--- config.mk ---
export PLATFORM = sky130hd
export DESIGN_NAME = lfsr_noise_channel
export DESIGN_NICKNAME = d
export VERILOG_FILES = /design/src/lnc_pkg.sv /design/src/lfsr_noise_channel.sv /design/src/lnc_ctrl.sv /design/src/lnc_datapath.sv
export SDC_FILE = /design/constraint.sdc
export NUM_CORES = 1
export LEC_CHECK = 0
export ABC_AREA = 1
export BUFFER_PORTS_ARGS = -buffer_cell sky130_fd_sc_hd__buf_2
export CORE_MARGIN = 2
export CORE_UTILIZATION = 44
export CTS_BUF_LIST = sky130_fd_sc_hd__clkbuf_4 sky130_fd_sc_hd__clkbuf_8 sky130_fd_sc_hd__clkbuf_16
export DETAILED_ROUTE_END_ITERATION = 16
export PLACE_DENSITY = 0.74
export SLEW_MARGIN = 40
export SYNTH_ARGS = -nofsm -noshare
export SYNTH_HDL_FRONTEND = slang
export SYNTH_HIERARCHICAL = 1
export SYNTH_SLANG_ARGS = --single-unit
--- constraint.sdc ---
create_clock -name clk -period 2 [get_ports clk]
set_input_delay 0.1 -clock clk [delete_from_list [all_inputs] [get_ports clk]]
set_output_delay 0.1 -clock clk [all_outputs]
set_load 0.005 [all_outputs]
--- src/lnc_pkg.sv ---
`default_nettype none

package lnc_pkg;

	// Default values of the top-level parameters.
	localparam int MAX_CLOCKS_PER_SAMPLE_DEF = 15;
	localparam int FRAC_BITS_DEF             = 24;

	// Field and register widths.
	localparam int STEP_W    = 28;
	localparam int LEVEL_W   = 4;
	localparam int SAMPLE_W  = 5;
	localparam int CFG_IDX_W = 1;
	localparam int CFG_W     = STEP_W;

	// Shift register geometry.
	localparam int LFSR_W     = 15;
	localparam int TOP_TAP    = 14;
	localparam int NARROW_TAP = 6;
	localparam logic [LFSR_W-1:0] LFSR_SEED = 15'h7FFF;

	// Configuration register indexes.
	localparam logic [CFG_IDX_W-1:0] REG_STEP   = 1'd0;
	localparam logic [CFG_IDX_W-1:0] REG_NARROW = 1'd1;

	// Input operation codes.
	localparam logic OP_SAMPLE  = 1'b0;
	localparam logic OP_TRIGGER = 1'b1;

	// Commands from the controller to the datapath.
	typedef struct packed {
		logic accept;
		logic clock_step;
		logic load_out;
	} lnc_cmd_t;

	// Status from the datapath to the controller.
	typedef struct packed {
		logic trigger;
		logic go_clock;
		logic last_clock;
		logic out_free;
	} lnc_stat_t;

endpackage

`default_nettype wire

--- src/lfsr_noise_channel.sv ---
`default_nettype none

// Channel   Handshake            Payload
// config    cfg_write            cfg_index, cfg_data
// input     in_valid / in_ready  operation, env_level, env_active
// output    out_valid / out_ready sample_value
//
// A trigger item gives no result.
// A sample item goes through acceptance, n shift clocks and output load,
// where n is the number of whole phase units that overflow, capped at
// MAX_CLOCKS_PER_SAMPLE; the shift register is clocked once a cycle. Reset
// puts the register at all ones and clears phase, noise bit, voice and
// configuration. The next item is accepted while a result waits in the output
// register; a full output register stalls only the output step.

module lfsr_noise_channel #(
	parameter int MAX_CLOCKS_PER_SAMPLE = lnc_pkg::MAX_CLOCKS_PER_SAMPLE_DEF,
	parameter int FRAC_BITS             = lnc_pkg::FRAC_BITS_DEF
) (
	input  wire logic                           clk,
	input  wire logic                           arst_n,
	input  wire logic                           cfg_write,
	input  wire logic [lnc_pkg::CFG_IDX_W-1:0]  cfg_index,
	input  wire logic [lnc_pkg::CFG_W-1:0]      cfg_data,
	input  wire logic                           in_valid,
	output logic                                in_ready,
	input  wire logic                           operation,
	input  wire logic [lnc_pkg::LEVEL_W-1:0]    env_level,
	input  wire logic                           env_active,
	output logic                                out_valid,
	input  wire logic                           out_ready,
	output logic signed [lnc_pkg::SAMPLE_W-1:0] sample_value
);

	lnc_pkg::lnc_cmd_t  cmd;
	lnc_pkg::lnc_stat_t stat;

	// Sequencer for acceptance, shift clocks and output load.
	lnc_ctrl u_ctrl (
		.clk      (clk),
		.arst_n   (arst_n),
		.in_valid (in_valid),
		.in_ready (in_ready),
		.stat     (stat),
		.cmd      (cmd)
	);

	// Registers, accumulator, shift register and output register.
	lnc_datapath #(
		.MAX_CLOCKS_PER_SAMPLE (MAX_CLOCKS_PER_SAMPLE),
		.FRAC_BITS             (FRAC_BITS)
	) u_datapath (
		.clk          (clk),
		.arst_n       (arst_n),
		.cfg_write    (cfg_write),
		.cfg_index    (cfg_index),
		.cfg_data     (cfg_data),
		.operation    (operation),
		.env_level    (env_level),
		.env_active   (env_active),
		.cmd          (cmd),
		.stat         (stat),
		.out_valid    (out_valid),
		.out_ready    (out_ready),
		.sample_value (sample_value)
	);

endmodule

`default_nettype wire

--- src/lnc_ctrl.sv ---
`default_nettype none

module lnc_ctrl (
	input  wire logic              clk,
	input  wire logic              arst_n,
	input  wire logic              in_valid,
	output logic                   in_ready,
	input  lnc_pkg::lnc_stat_t     stat,
	output lnc_pkg::lnc_cmd_t      cmd
);

	localparam logic [1:0] ST_IDLE  = 2'd0;
	localparam logic [1:0] ST_CLOCK = 2'd1;
	localparam logic [1:0] ST_OUT   = 2'd2;

	logic [1:0] state_q;
	logic [1:0] state_d;
	logic       in_fire;

	// An item is taken only while no earlier item is still being worked on.
	assign in_ready = (state_q == ST_IDLE);
	assign in_fire  = in_valid && in_ready;

	// Next state and commands.
	always_comb begin
		state_d        = state_q;
		cmd.accept     = 1'b0;
		cmd.clock_step = 1'b0;
		cmd.load_out   = 1'b0;
		case (state_q)
			ST_IDLE: begin
				if (in_fire) begin
					cmd.accept = 1'b1;
					if (stat.trigger) begin
						state_d = ST_IDLE;
					end else if (stat.go_clock) begin
						state_d = ST_CLOCK;
					end else begin
						state_d = ST_OUT;
					end
				end
			end
			ST_CLOCK: begin
				cmd.clock_step = 1'b1;
				if (stat.last_clock) begin
					state_d = ST_OUT;
				end
			end
			ST_OUT: begin
				if (stat.out_free) begin
					cmd.load_out = 1'b1;
					state_d      = ST_IDLE;
				end
			end
			default: begin
				state_d = ST_IDLE;
			end
		endcase
	end

	// State register.
	always_ff @(posedge clk or negedge arst_n) begin
		if (!arst_n) begin
			state_q <= ST_IDLE;
		end else begin
			state_q <= state_d;
		end
	end

	// A trigger gives no result, so the controller stays ready for the next item.
	a_trigger_idle: assert property (@(posedge clk) disable iff (!arst_n)
		in_fire && stat.trigger |=> state_q == ST_IDLE)
		else $error("trigger item did not return the controller to idle");

	// The shift loop ends in the output step, never straight back at idle.
	a_clock_to_out: assert property (@(posedge clk) disable iff (!arst_n)
		state_q == ST_CLOCK && stat.last_clock |=> state_q == ST_OUT)
		else $error("last shift clock did not lead to the output step");

	// A sample item always passes through the output step after its acceptance.
	a_sample_result: assert property (@(posedge clk) disable iff (!arst_n)
		in_fire && !stat.trigger |=> state_q == ST_CLOCK || state_q == ST_OUT)
		else $error("sample item accepted without a result pending");

endmodule

`default_nettype wire

--- src/lnc_datapath.sv ---
`default_nettype none

module lnc_datapath #(
	parameter int MAX_CLOCKS_PER_SAMPLE = lnc_pkg::MAX_CLOCKS_PER_SAMPLE_DEF,
	parameter int FRAC_BITS             = lnc_pkg::FRAC_BITS_DEF
) (
	input  wire logic                                clk,
	input  wire logic                                arst_n,
	input  wire logic                                cfg_write,
	input  wire logic [lnc_pkg::CFG_IDX_W-1:0]       cfg_index,
	input  wire logic [lnc_pkg::CFG_W-1:0]           cfg_data,
	input  wire logic                                operation,
	input  wire logic [lnc_pkg::LEVEL_W-1:0]         env_level,
	input  wire logic                                env_active,
	input  lnc_pkg::lnc_cmd_t                        cmd,
	output lnc_pkg::lnc_stat_t                       stat,
	output logic                                     out_valid,
	input  wire logic                                out_ready,
	output logic signed [lnc_pkg::SAMPLE_W-1:0]      sample_value
);

	localparam int STEP_W  = lnc_pkg::STEP_W;
	localparam int ACC_W   = ((FRAC_BITS > STEP_W) ? FRAC_BITS : STEP_W) + 1;
	localparam int WHOLE_W = ACC_W - FRAC_BITS;
	localparam int CNT_W   = $clog2(MAX_CLOCKS_PER_SAMPLE + 1);
	localparam int CMP_W   = (WHOLE_W > CNT_W) ? WHOLE_W : CNT_W;

	// Configuration registers.
	logic [STEP_W-1:0]             step_q;
	logic                          narrow_q;

	// Voice state.
	logic [lnc_pkg::LFSR_W-1:0]    shift_q;
	logic [FRAC_BITS-1:0]          phase_q;
	logic                          noise_q;
	logic                          voice_on_q;
	logic [CNT_W-1:0]              count_q;

	// Item held for the output step.
	logic [lnc_pkg::LEVEL_W-1:0]   level_q;
	logic                          zero_q;

	// Output register.
	logic                          out_valid_q;
	logic signed [lnc_pkg::SAMPLE_W-1:0] sample_value_q;

	logic [ACC_W-1:0]              acc;
	logic [WHOLE_W-1:0]            whole;
	logic [CMP_W-1:0]              whole_ext;
	logic [CNT_W-1:0]              clocks;
	logic                          advance;
	logic                          feedback;
	logic [lnc_pkg::LFSR_W-1:0]    shift_next;
	logic [lnc_pkg::SAMPLE_W-1:0]  level_ext;
	logic [lnc_pkg::SAMPLE_W-1:0]  sample_next;

	// Phase accumulation and the clamped count of whole units that overflow.
	assign acc       = ACC_W'(phase_q) + ACC_W'(step_q);
	assign whole     = acc[ACC_W-1:FRAC_BITS];
	assign whole_ext = CMP_W'(whole);
	assign clocks    = (whole_ext > CMP_W'(MAX_CLOCKS_PER_SAMPLE)) ?
		CNT_W'(MAX_CLOCKS_PER_SAMPLE) : CNT_W'(whole_ext);

	// A sample item advances the voice only while it is on and the envelope runs.
	assign advance = (operation == lnc_pkg::OP_SAMPLE) && voice_on_q && env_active;

	// One shift register clock, with the narrow tap when selected.
	always_comb begin
		feedback   = shift_q[0] ^ shift_q[1];
		shift_next = {feedback, shift_q[lnc_pkg::LFSR_W-1:1]};
		if (narrow_q) begin
			shift_next[lnc_pkg::NARROW_TAP] = feedback;
		end
	end

	// Signed sample from the level and the noise bit.
	always_comb begin
		level_ext = {1'b0, level_q};
		if (zero_q) begin
			sample_next = '0;
		end else if (noise_q) begin
			sample_next = level_ext;
		end else begin
			sample_next = '0 - level_ext;
		end
	end

	// Status to the controller.
	assign stat.trigger    = (operation == lnc_pkg::OP_TRIGGER);
	assign stat.go_clock   = advance && (clocks != '0);
	assign stat.last_clock = (count_q == CNT_W'(1));
	assign stat.out_free   = !out_valid_q || out_ready;

	// Configuration writes.
	always_ff @(posedge clk or negedge arst_n) begin
		if (!arst_n) begin
			step_q   <= '0;
			narrow_q <= 1'b0;
		end else if (cfg_write) begin
			case (cfg_index)
				lnc_pkg::REG_STEP:   step_q   <= cfg_data[STEP_W-1:0];
				lnc_pkg::REG_NARROW: narrow_q <= cfg_data[0];
				default: begin
				end
			endcase
		end
	end

	// Voice state: evaluated when an item is accepted, then clocked once a cycle.
	always_ff @(posedge clk or negedge arst_n) begin
		if (!arst_n) begin
			shift_q    <= lnc_pkg::LFSR_SEED;
			phase_q    <= '0;
			noise_q    <= 1'b0;
			voice_on_q <= 1'b0;
			count_q    <= '0;
		end else if (cmd.accept) begin
			if (operation == lnc_pkg::OP_TRIGGER) begin
				shift_q    <= lnc_pkg::LFSR_SEED;
				phase_q    <= '0;
				noise_q    <= 1'b0;
				voice_on_q <= (step_q != '0);
				count_q    <= '0;
			end else if (voice_on_q && !env_active) begin
				voice_on_q <= 1'b0;
				count_q    <= '0;
			end else if (advance) begin
				phase_q <= acc[FRAC_BITS-1:0];
				count_q <= clocks;
			end
		end else if (cmd.clock_step) begin
			shift_q <= shift_next;
			noise_q <= !shift_next[0];
			count_q <= count_q - CNT_W'(1);
		end
	end

	// Level and the forced-zero flag of the accepted item.
	always_ff @(posedge clk) begin
		if (cmd.accept) begin
			level_q <= env_level;
			zero_q  <= !advance;
		end
	end

	// Output register: holds one result until it is taken.
	always_ff @(posedge clk or negedge arst_n) begin
		if (!arst_n) begin
			out_valid_q <= 1'b0;
		end else if (cmd.load_out) begin
			out_valid_q <= 1'b1;
		end else if (out_ready) begin
			out_valid_q <= 1'b0;
		end
	end

	always_ff @(posedge clk) begin
		if (cmd.load_out) begin
			sample_value_q <= sample_next;
		end
	end

	assign out_valid    = out_valid_q;
	assign sample_value = sample_value_q;

	// A shift clock is only commanded while clocks remain for the item.
	a_clock_counted: assert property (@(posedge clk) disable iff (!arst_n)
		cmd.clock_step |-> count_q != '0)
		else $error("shift clock commanded with no clocks left");

	// A new result never overwrites one that has not been taken.
	a_no_overwrite: assert property (@(posedge clk) disable iff (!arst_n)
		cmd.load_out |-> !out_valid_q || out_ready)
		else $error("result loaded over a pending result");

	// A trigger restarts the shift register from its seed.
	a_trigger_seed: assert property (@(posedge clk) disable iff (!arst_n)
		cmd.accept && operation == lnc_pkg::OP_TRIGGER |=>
		shift_q == lnc_pkg::LFSR_SEED && phase_q == '0)
		else $error("trigger did not restart the shift register");

endmodule

`default_nettype wire
==> impl_metrics.env, run 1 <==
export IMPL_status="complete, but fails checks"
export IMPL_violations="negative setup slack"
export IMPL_clock_skew_ps=7.63
export IMPL_cts_tree="built"
export IMPL_syn_area_mm2=0.00547
export IMPL_worstPathRequired_ps=2260
export IMPL_cts_sinks=87
export IMPL_syn_nets=789
export IMPL_gp_congestion=0.948
export IMPL_drt_iter0_drc=358
export IMPL_grt_pass1_vias=5175
export IMPL_r2r_start="u_datapath/phase_q[13]$_DFFE_PN0P_"
export IMPL_setup_slack_ps=-214
export IMPL_synthFlopType="dfrtp_1"
export IMPL_antennaDiodeCount=0
export IMPL_min_path_type="primary input to flip-flop"
export IMPL_dpl_hpwl_um=10100
export IMPL_clock_path_buffers=2
export IMPL_nets=966
export IMPL_clk_latency_ps=360
export IMPL_fin_crit_ps=2210
export IMPL_worstPathMaxFanout=4
export IMPL_r2r_end="u_ctrl/state_q[1]$_DFFE_PN0P_"
export IMPL_rrSetupSlack_ps=-210
export IMPL_max_slew_margin=0.662
export IMPL_hold_end="u_datapath/step_q[11]$_DFFE_PN0P_"
export IMPL_avgSynthCellArea_um2=7.59
export IMPL_timing_final_crit_share=1.11
export IMPL_die_x_um=116
export IMPL_numCtsBuffers=9
export IMPL_dpl_cell_area_mm2=0.00652
export IMPL_syn_inst=721
export IMPL_htree_levels=3
export IMPL_cp_slowest_stage_delay_ps=410
export IMPL_worst_slew_pin_slew_ps=507
export IMPL_synthTopCellsByCount="nand2_1, inv_1, nor2_1"
export IMPL_synth_warnings=6
export IMPL_die_area_mm2=0.0133
export IMPL_reg2regPathDepth=17
export IMPL_crit_type="flip-flop to flip-flop"
export IMPL_grt_overflow_total=0
export IMPL_synth_top_area_share=0.283
export IMPL_crit_chain="ha_4 > a21oi_4 > nor2_1 > nor2_1 > nand2_1 > nand2_1 > nand3_2 > nand2_1 > nand2_2 > nand2_2 > nor2_2 > nor2_1 > nor2_1 > nand2_1 > nand3_2 > nand2_2 > inv_2"
export IMPL_drt_wl_total_um=14600
export IMPL_final_area_mm2=0.00784
export IMPL_yosysUniqueCellTypes=45
export IMPL_power_density_mw_per_mm2=1340
export IMPL_cp_top_family="simple AND/OR/NAND/NOR gates"
export IMPL_ir_worst_vdd_mv=0.720
export IMPL_portBuffers=46
export IMPL_crit_arrival_ps=2470
export IMPL_initial_core_util=0.454
export IMPL_clock_fmax_ghz=0.452
export IMPL_report_final_hold_viol_count=0
export IMPL_ys_ff_latch=87
export IMPL_core_rowCount=40
export IMPL_maxSlewViolCount=0
export IMPL_cts_root_buf="clkbuf_16"
export IMPL_path_clk_slew_ps=70
export IMPL_grt_antenna_before_repair=0
export IMPL_setup_tns_ps=-618
export IMPL_rsz0062_at_grt="true"
export IMPL_drive_above_1_share=0.373
export IMPL_vias_per_cell=4.93
export IMPL_vias=5285
export IMPL_grt_pass1_wl_um=23800
export IMPL_ys_seq_area_frac=0.410
export IMPL_synth_edf_count=10
export IMPL_firstDrtPassIters=5
export IMPL_fp_dieH_um=116
export IMPL_start_kind="flip-flop"
export IMPL_critPathBufInv=1
export IMPL_drc_errors=0
export IMPL_worstHoldStart="cfg_data[11]"
export IMPL_hold_slack_ps=6.90
export IMPL_synth_most_common_cell="nand2_1"
export IMPL_num_io_pins=47
export IMPL_place_ws_ps=-264
export IMPL_grt_max_degree=42
export IMPL_wire_per_inst_um=13.6
export IMPL_synthArstFlopShare=0.885
export IMPL_grt_total_usage=0.227
export IMPL_synth_top_cells_by_area="dfrtp_1, nand2_1, inv_1, dfstp_2, ha_1"
export IMPL_power_leakage_nw=4.04
export IMPL_cp_slowest_cell="dfrtp_1"
export IMPL_antenna_left=0
export IMPL_synth_area_leader_cell="dfrtp_1"
export IMPL_maxCapViolCount=0
export IMPL_core_area_mm2=0.0121
export IMPL_hold_path_depth=3
export IMPL_end_kind="flip-flop"
export IMPL_area_growth_pct=43.3
export IMPL_setup_viol=5
cell usage in the layout (no fill, tap or decap), types with 17 or more instances in the layout:
master	netlist	layout
ha_4	0	22
a21oi_2	7	17
dlygate4sd3_1	0	31
o21ai_0	24	18
a21oi_1	53	41
nand2_2	12	37
nand2_1	186	157
buf_2	3	45
buf_4	2	97
nand3_2	5	24
inv_1	115	110
nand3_1	37	18
dfrtp_1	62	62
nor2_1	70	60
state kept, by name (all words and copies together), names as in the netlist:
signal and count:
u_datapath/noise_q 1, u_datapath/narrow_q 1, u_datapath/step_q 28, u_datapath/zero_q 1, u_datapath/out_valid 1, u_datapath/sample_value 5
u_datapath/shift_q 15, u_ctrl/state_q 2, u_datapath/level_q 4, u_datapath/voice_on_q 1, u_datapath/count_q 4, u_datapath/phase_q 24
logic make-up after synthesis:
| logic type | synth area share |
|---|---|
| XOR/XNOR | 0.00480 |
| buffers and inverters | 0.0933 |
| AND/OR/NAND/NOR | 0.275 |
| multiplexers | 0.0309 |
| adder cells (fa/ha/maj) | 0.0654 |
| flip-flops | 0.410 |
| AO/OA/AOI/OAI | 0.120 |
final cells by class:
cell class,instances,area (um^2)
Sequential cell,87,2250
Clock buffer,9,225
Multi-Input combinational cell,503,3320
Fill cell,987,4220
Inverter,120,450
Tap cell,168,210
Clock inverter,7,75.1
Timing Repair Buffer,177,1320
worst max path at each step:
| stage | start | cells after the start | to | slack (ps) |
|---|---|---|---|---|
| floorplan | u_datapath/step_q[0]$_DFFE_PN0P_ | 19 | u_ctrl/state_q[1]$_DFFE_PN0P_ | -40 |
| global placement | u_datapath/step_q[13]$_DFFE_PN0P_ | 17 | u_ctrl/state_q[1]$_DFFE_PN0P_ | -250 |
| finish | u_datapath/phase_q[13]$_DFFE_PN0P_ | 17 | u_ctrl/state_q[1]$_DFFE_PN0P_ | -210 |
| global route | u_datapath/step_q[0]$_DFFE_PN0P_ | 20 | u_ctrl/state_q[1]$_DFFE_PN0P_ | -380 |
| detailed placement | u_datapath/step_q[12]$_DFFE_PN0P_ | 18 | u_ctrl/state_q[1]$_DFFE_PN0P_ | -260 |
| CTS | u_datapath/step_q[0]$_DFFE_PN0P_ | 19 | u_ctrl/state_q[1]$_DFFE_PN0P_ | -150 |
routing by layer:
layer | GRT usage | up-vias | share of wire
met5 | 0 | - | 0
met3 | 0.0309 | 24 | 0.035
li1 | - | 2683 | -
met4 | 0.0940 | 0 | 0.019
met2 | 0.370 | 107 | 0.47
met1 | 0.304 | 2471 | 0.47
worst min-delay path, stage by stage:
cell and delay, ps:
buf_2 70, nor2_1 40, a21oi_1 110
power by group:
group | leakage (nW) | internal, W | total (W) | switching (W)
Sequential | 1.01 | 0.00229 | 0.00272 | 0.000430
Clock | 0.145 | 0.000885 | 0.00168 | 0.000791
Combinational | 2.88 | 0.00281 | 0.00608 | 0.00327
Total | 4.04 | 0.00598 | 0.0105 | 0.00449
metrics by stage:
step           std cells  total power (W)   util
2_1_floorplan        721          0.00555      -
3_3_place_gp        1009          0.00732  0.541
3_5_place_dp        1009          0.00741  0.541
4_1_cts             1060          0.00979  0.621
5_1_grt             1071           0.0112  0.650
6_report            1071           0.0105  0.650
timing repair:
action	CTS	global route
hold buffers	31	0
endpoints found under the hold margin	66	0
setup buffers	4	11
endpoints found under the setup margin	15	25
pin swaps	4	41
gates resized for setup	39	78
(Power assumes the default switching activity.)
==> inputs of run 2 (changes only) <==
Settings changed: CORE_MARGIN 2 to not set.
==> run 2 against run 1 <==
Effect of this change:
- the run still ends with negative setup slack left
- non-clock buffer count decreased by 8
- sequential power about the same
- via count increased by 1.2%
- cell count decreased by 0.75%
- flip-flop and latch count unchanged
- final area decreased by 1.1%
- critical path type unchanged
- routed wire length decreased by 0.58%
- register-to-register slack got worse by 70 ps
- largest cell class unchanged
- combinational power decreased by 0.8%
==> impl_metrics.env, run 2 (synthesized netlist as in run 1, its figures left out) <==
export IMPL_clk_latency_ps=350
export IMPL_final_cell_mix="nand2_1, inv_1, buf_4"
export IMPL_antenna_left=0
export IMPL_maxSlewViolCount=0
export IMPL_wirelength_met1_um=6750
export IMPL_grt_max_degree=42
export IMPL_crit_chain="ha_2 > inv_2 > fa_2 > inv_2 > nand3_2 > nand3_2 > nand2_1 > nand2_2 > nand2_2 > nand3_2 > nand2_2 > nand2_2 > nand2_2 > nor2_2 > nor2_2 > nor2_1 > nand2_1 > nand3_1 > nand2_1 > inv_1"
export IMPL_fp_dieH_um=114
export IMPL_crit_type="flip-flop to flip-flop"
export IMPL_met2_length_um=6960
export IMPL_max_slew_margin=0.660
export IMPL_worstPathMaxFanout=3
export IMPL_start_kind="flip-flop"
export IMPL_drt_wl_total_um=14500
export IMPL_htree_levels=3
export IMPL_grt_antenna_before_repair=0
export IMPL_die_x_um=114
export IMPL_fillerInstances=1001
export IMPL_gp_congestion=0.921
export IMPL_path_clk_slew_ps=70
export IMPL_grt_total_usage=0.229
export IMPL_vias=5347
export IMPL_reg2regPathDepth=20
export IMPL_cp_slowest_stage_delay_ps=370
export IMPL_top_layer="met4"
export IMPL_cp_slowest_cell="dfrtp_1"
export IMPL_cts_root_buf="clkbuf_16"
export IMPL_portBuffers=46
export IMPL_ir_worst_vdd_mv=0.629
export IMPL_hold_path_depth=3
export IMPL_cp_common_cell="nand2_2"
export IMPL_top_register="u_datapath/step_q"
export IMPL_grt_pass1_wl_um=23100
export IMPL_fin_crit_ps=2280
export IMPL_setup_slack_ps=-281
export IMPL_largest_register_ffs=28
export IMPL_placedCellCount=1010
export IMPL_core_area_mm2=0.0121
export IMPL_drt_iter0_drc=341
export IMPL_cts_tree="built"
export IMPL_clock_fmax_ghz=0.438
export IMPL_drive_above_1_share=0.356
export IMPL_grt_overflow_total=0
export IMPL_firstDrtPassIters=5
export IMPL_numCtsBuffers=9
export IMPL_core_rowCount=40
export IMPL_timing_final_crit_share=1.14
export IMPL_wire_per_inst_um=13.6
export IMPL_antennaDiodeCount=0
export IMPL_vias_per_cell=5.03
export IMPL_nets=958
export IMPL_report_final_hold_viol_count=0
export IMPL_area_growth_pct=41.6
export IMPL_reg_top3="u_datapath/step_q: 28 flops, u_datapath/phase_q: 24 flops, u_datapath/shift_q: 15 flops"
export IMPL_setup_viol=11
export IMPL_clock_path_buffers=2
export IMPL_power_density_mw_per_mm2=1340
export IMPL_cts_sinks=87
export IMPL_rsz0062_at_grt="true"
export IMPL_drc_errors=0
export IMPL_met3WireLength_um=586
export IMPL_status="complete, but fails checks"
export IMPL_die_area_mm2=0.0129
export IMPL_grt_pass1_vias=5012
export IMPL_worst_slew_pin_slew_ps=509
export IMPL_violations="negative setup slack"
export IMPL_min_path_type="primary input to flip-flop"
export IMPL_dpl_hpwl_um=9960
export IMPL_initial_core_util=0.454
export IMPL_layout_commonest_cell="nand2_1"
export IMPL_maxCapViolCount=0
export IMPL_postLayoutCoreUtil=0.643
export IMPL_fin_cells=1063
export IMPL_end_kind="flip-flop"
export IMPL_clock_skew_ps=7.97
export IMPL_worstPathRequired_ps=2300
export IMPL_num_io_pins=47
export IMPL_power_leakage_nw=3.98
export IMPL_crit_arrival_ps=2580
==> run 2: worst paths after layout <==
| check | end | startpoint | slack [ps] |
|---|---|---|---|
| setup / recovery | u_ctrl/state_q[1]$_DFFE_PN0P_ | u_datapath/step_q[0]$_DFFE_PN0P_ | -280 |
| hold / removal | u_datapath/step_q[24]$_DFFE_PN0P_ | cfg_data[24] | 10 |
| setup reg to reg | u_ctrl/state_q[1]$_DFFE_PN0P_ | u_datapath/step_q[0]$_DFFE_PN0P_ | -280 |
| hold reg to reg | u_datapath/shift_q[7]$_DFFE_PN1P_ | u_datapath/shift_q[8]$_DFFE_PN1P_ | 490 |
| max in group asynchronous | u_datapath/shift_q[13]$_DFFE_PN1P_ | arst_n | 1100 |
| min in group asynchronous | u_datapath/step_q[15]$_DFFE_PN0P_ | arst_n | 260 |
==> run 2: repair_timing <==
item,CTS,global route
endpoints found under the setup margin,11,24
endpoints found under the hold margin,64,0
setup buffers,1,6
gates resized for setup,44,67
hold buffers,30,0
pin swaps,13,25
==> run 2: area by class of cell <==
cell class	count	area [um^2]	share of cell area
inverter	120	453	0.0584
sequential	87	2250	0.290
timing repair buffer	169	1260	0.163
clock inverter	7	68.8	0.00888
tap	168	210	0.0271
clock buffer	9	225	0.0291
multi-input combinational	503	3290	0.424
==> run 2: per-layer routing <==
metal  global-route usage  vias to the layer above
met5                    0                        -
met4               0.0675                        0
met3               0.0420                       18
met2                0.389                      125
met1                0.297                     2537
li1                     -                     2667
==> run 2: metrics by stage <==
step,hold WS (ps),setup slack (ps),power [W],instance area [um^2],TNS [ps]
3_5_place_dp,103,-239,0.00740,6530,-791
2_1_floorplan,-196,-38.1,0.00555,5490,-38.1
4_1_cts,6.74,-194,0.00975,7470,-253
3_3_place_gp,95.5,-233,0.00732,6530,-781
5_1_grt,28.6,-447,0.0111,7750,-3300
6_report,14.9,-281,0.0104,7750,-1150
==> run 2: power by group <==
part           internal [W]  switching [W]  leakage, nW
sequential          0.00229       0.000431         1.01
clock              0.000882       0.000782        0.146
combinational       0.00279        0.00324         2.82
==> run 2: critical path: cells and delay by family (launching register included) <==
kind / cells / cell delay (ps)
adder cells (fa/ha/maj): 2 / 540
buffers and inverters: 3 / 170
flip-flops: 1 / 370
AND/OR/NAND/NOR: 15 / 1150
==> inputs of run 3 (changes only) <==
Settings changed: CORE_ASPECT_RATIO set to 1.25.
==> run 3 against run 2 <==
Effect of this change:
- the run still ends with negative setup slack left
- combinational power grew 8.3%
- register-to-register slack gained 20 ps
- critical path depth shrank 2
- cell count grew 0.28%
- sequential share of layout area shrank 0.47 points
- critical path type unchanged
- clock skew grew 1.0 ps
- first-iteration DRC count shrank 2.1%
- clock power is essentially flat
- largest cell class unchanged
- fmax grew 0.87%
==> impl_metrics.env, run 3 (synthesized netlist as in run 1, its figures left out) <==
export IMPL_antenna_left=0
export IMPL_htree_levels=3
export IMPL_timing_final_crit_share=1.13
export IMPL_grt_pass1_vias=5231
export IMPL_die_x_um=102
export IMPL_seqCellArea_mm2=0.00225
export IMPL_clock_path_buffers=2
export IMPL_start_kind="flip-flop"
export IMPL_status="complete, but fails checks"
export IMPL_vias=5474
export IMPL_max_slew_margin=0.675
export IMPL_wirelength_met1_um=6230
export IMPL_cts_root_buf="clkbuf_16"
export IMPL_report_final_hold_viol_count=0
export IMPL_setup_tns_ps=-874
export IMPL_dpl_cell_area_mm2=0.00652
export IMPL_initial_core_util=0.450
export IMPL_firstDrtPassIters=5
export IMPL_grt_pass1_wl_um=23600
export IMPL_maxSlewViolCount=0
export IMPL_grt_max_degree=41
export IMPL_worstPathRequired_ps=2290
export IMPL_wire_per_inst_um=14.5
export IMPL_clk_latency_ps=350
export IMPL_portBuffers=46
export IMPL_cp_top_family="simple AND/OR/NAND/NOR gates"
export IMPL_switching_share=0.427
export IMPL_drt_wl_total_um=15500
export IMPL_fin_cells=1066
export IMPL_cp_slowest_stage_delay_ps=410
export IMPL_final_area_mm2=0.00788
export IMPL_grt_overflow_total=0
export IMPL_worstPathMaxFanout=4
export IMPL_fin_crit_ps=2260
export IMPL_rsz0062_at_grt="true"
export IMPL_clock_fmax_ghz=0.442
export IMPL_numCtsBuffers=9
export IMPL_grt_total_usage=0.233
export IMPL_worst_slew_pin_slew_ps=487
export IMPL_drc_errors=0
export IMPL_met2_length_um=7950
export IMPL_top_layer="met4"
export IMPL_violations="negative setup slack"
export IMPL_cts_tree="built"
export IMPL_top_register="u_datapath/step_q"
export IMPL_power_density_mw_per_mm2=1380
export IMPL_ir_worst_vdd_mv=0.586
export IMPL_power_share_clock=0.152
export IMPL_reg_top3="u_datapath/step_q: 28 flops, u_datapath/phase_q: 24 flops, u_datapath/shift_q: 15 flops"
export IMPL_core_area_mm2=0.0122
export IMPL_critPathBufInv=2
export IMPL_clock_skew_ps=8.98
export IMPL_final_cell_mix="nand2_1, inv_1, buf_4"
export IMPL_multi_input_area_mm2=0.00337
export IMPL_dpl_hpwl_um=10100
export IMPL_crit_type="flip-flop to flip-flop"
export IMPL_crit_chain="ha_4 > nand2_2 > buf_4 > nor2_4 > nand2_1 > nor2_1 > nand2_1 > nand2_1 > nand2_1 > nand2_2 > nand2_2 > nor2_2 > nor2_1 > nor2_1 > nand2_1 > nand3_1 > nand2_1 > inv_1"
export IMPL_area_growth_pct=44.0
export IMPL_place_ws_ps=-195
export IMPL_setup_slack_ps=-261
export IMPL_cp_slowest_cell="dfrtp_1"
export IMPL_die_area_mm2=0.0129
export IMPL_vias_per_cell=5.14
export IMPL_setup_viol=9
export IMPL_gp_congestion=0.940
export IMPL_num_io_pins=47
export IMPL_drive_above_1_share=0.394
export IMPL_min_path_type="primary input to flip-flop"
export IMPL_switchingPower_w=0.00465
export IMPL_cp_common_cell="nand2_1"
export IMPL_path_clk_slew_ps=70
export IMPL_placedCellCount=1005
export IMPL_fillerInstances=954
export IMPL_crit_arrival_ps=2560
export IMPL_drt_iter0_drc=334
export IMPL_met3WireLength_um=594
export IMPL_power_frac_comb=0.599
export IMPL_cts_sinks=87
export IMPL_p_int_w=0.00625
export IMPL_nets=965
export IMPL_power_leakage_nw=4.06
export IMPL_layout_commonest_cell="nand2_1"
export IMPL_end_kind="flip-flop"
export IMPL_maxCapViolCount=0
export IMPL_antennaDiodeCount=0
export IMPL_seq_power_share=0.248
export IMPL_grt_antenna_before_repair=0
export IMPL_fp_dieH_um=127
export IMPL_largest_register_ffs=28
export IMPL_core_rowCount=45
[run 3: power groups by stage]
stage | sequential (W) | combinational [W] | clock [W]
after floorplan | 0.00255 | 0.00299 | 0
after global placement | 0.00258 | 0.00476 | 0
after detailed placement | 0.00259 | 0.00481 | 0
after CTS | 0.00267 | 0.00543 | 0.00169
after global routing | 0.00276 | 0.00709 | 0.00179
final | 0.00271 | 0.00653 | 0.00166
[run 3: final cells by class]
class                      instances  share of cell area
multi-input combinational        503               0.428
sequential                        87               0.285
timing repair buffer             176               0.166
inverter                         120              0.0575
clock buffer                      11              0.0327
tap                              164              0.0260
clock inverter                     5             0.00476
[run 3: routing by layer]
| metal | GRT usage | vias to the layer above |
|---|---|---|
| met5 | 0 | - |
| met4 | 0.128 | 0 |
| met3 | 0.0386 | 65 |
| met2 | 0.410 | 161 |
| met1 | 0.265 | 2565 |
| li1 | - | 2683 |
[run 3: what timing repair did]
action / CTS / global route
hold buffers: 22 / 0
gates resized for setup: 43 / 97
endpoints found under the setup margin: 13 / 27
setup buffers: 9 / 17
pin swaps: 13 / 59
endpoints found under the hold margin: 57 / 0
[run 3: tightest hold or removal path, stage by stage]
cell and delay (ps):
buf_2 80, nor2_1 30, a21oi_1 100
[run 3: per-stage QoR]
step | util | hold WS [ps] | total power [W]
2_1_floorplan | - | -196 | 0.00555
3_3_place_gp | 0.536 | 96.3 | 0.00734
3_5_place_dp | 0.536 | 96.9 | 0.00741
4_1_cts | 0.609 | 1.84 | 0.00979
5_1_grt | 0.648 | 20.7 | 0.0116
6_report | 0.648 | 6.81 | 0.0109
[run 3: final timing paths]
| path | from | end | slack, ps | cells past startpoint |
|---|---|---|---|---|
| min in group asynchronous | arst_n | u_datapath/phase_q[1]$_DFFE_PN0P_ | 250 | 2 |
| hold / removal | cfg_data[11] | u_datapath/step_q[11]$_DFFE_PN0P_ | 7 | 3 |
| setup / recovery | u_datapath/step_q[17]$_DFFE_PN0P_ | u_ctrl/state_q[1]$_DFFE_PN0P_ | -260 | 18 |
| max in group asynchronous | arst_n | u_datapath/shift_q[0]$_DFFE_PN1P_ | 1110 | 3 |
| hold reg to reg | u_datapath/shift_q[8]$_DFFE_PN1P_ | u_datapath/shift_q[7]$_DFFE_PN1P_ | 480 | 2 |
| setup reg to reg | u_datapath/step_q[17]$_DFFE_PN0P_ | u_ctrl/state_q[1]$_DFFE_PN0P_ | -260 | 18 |
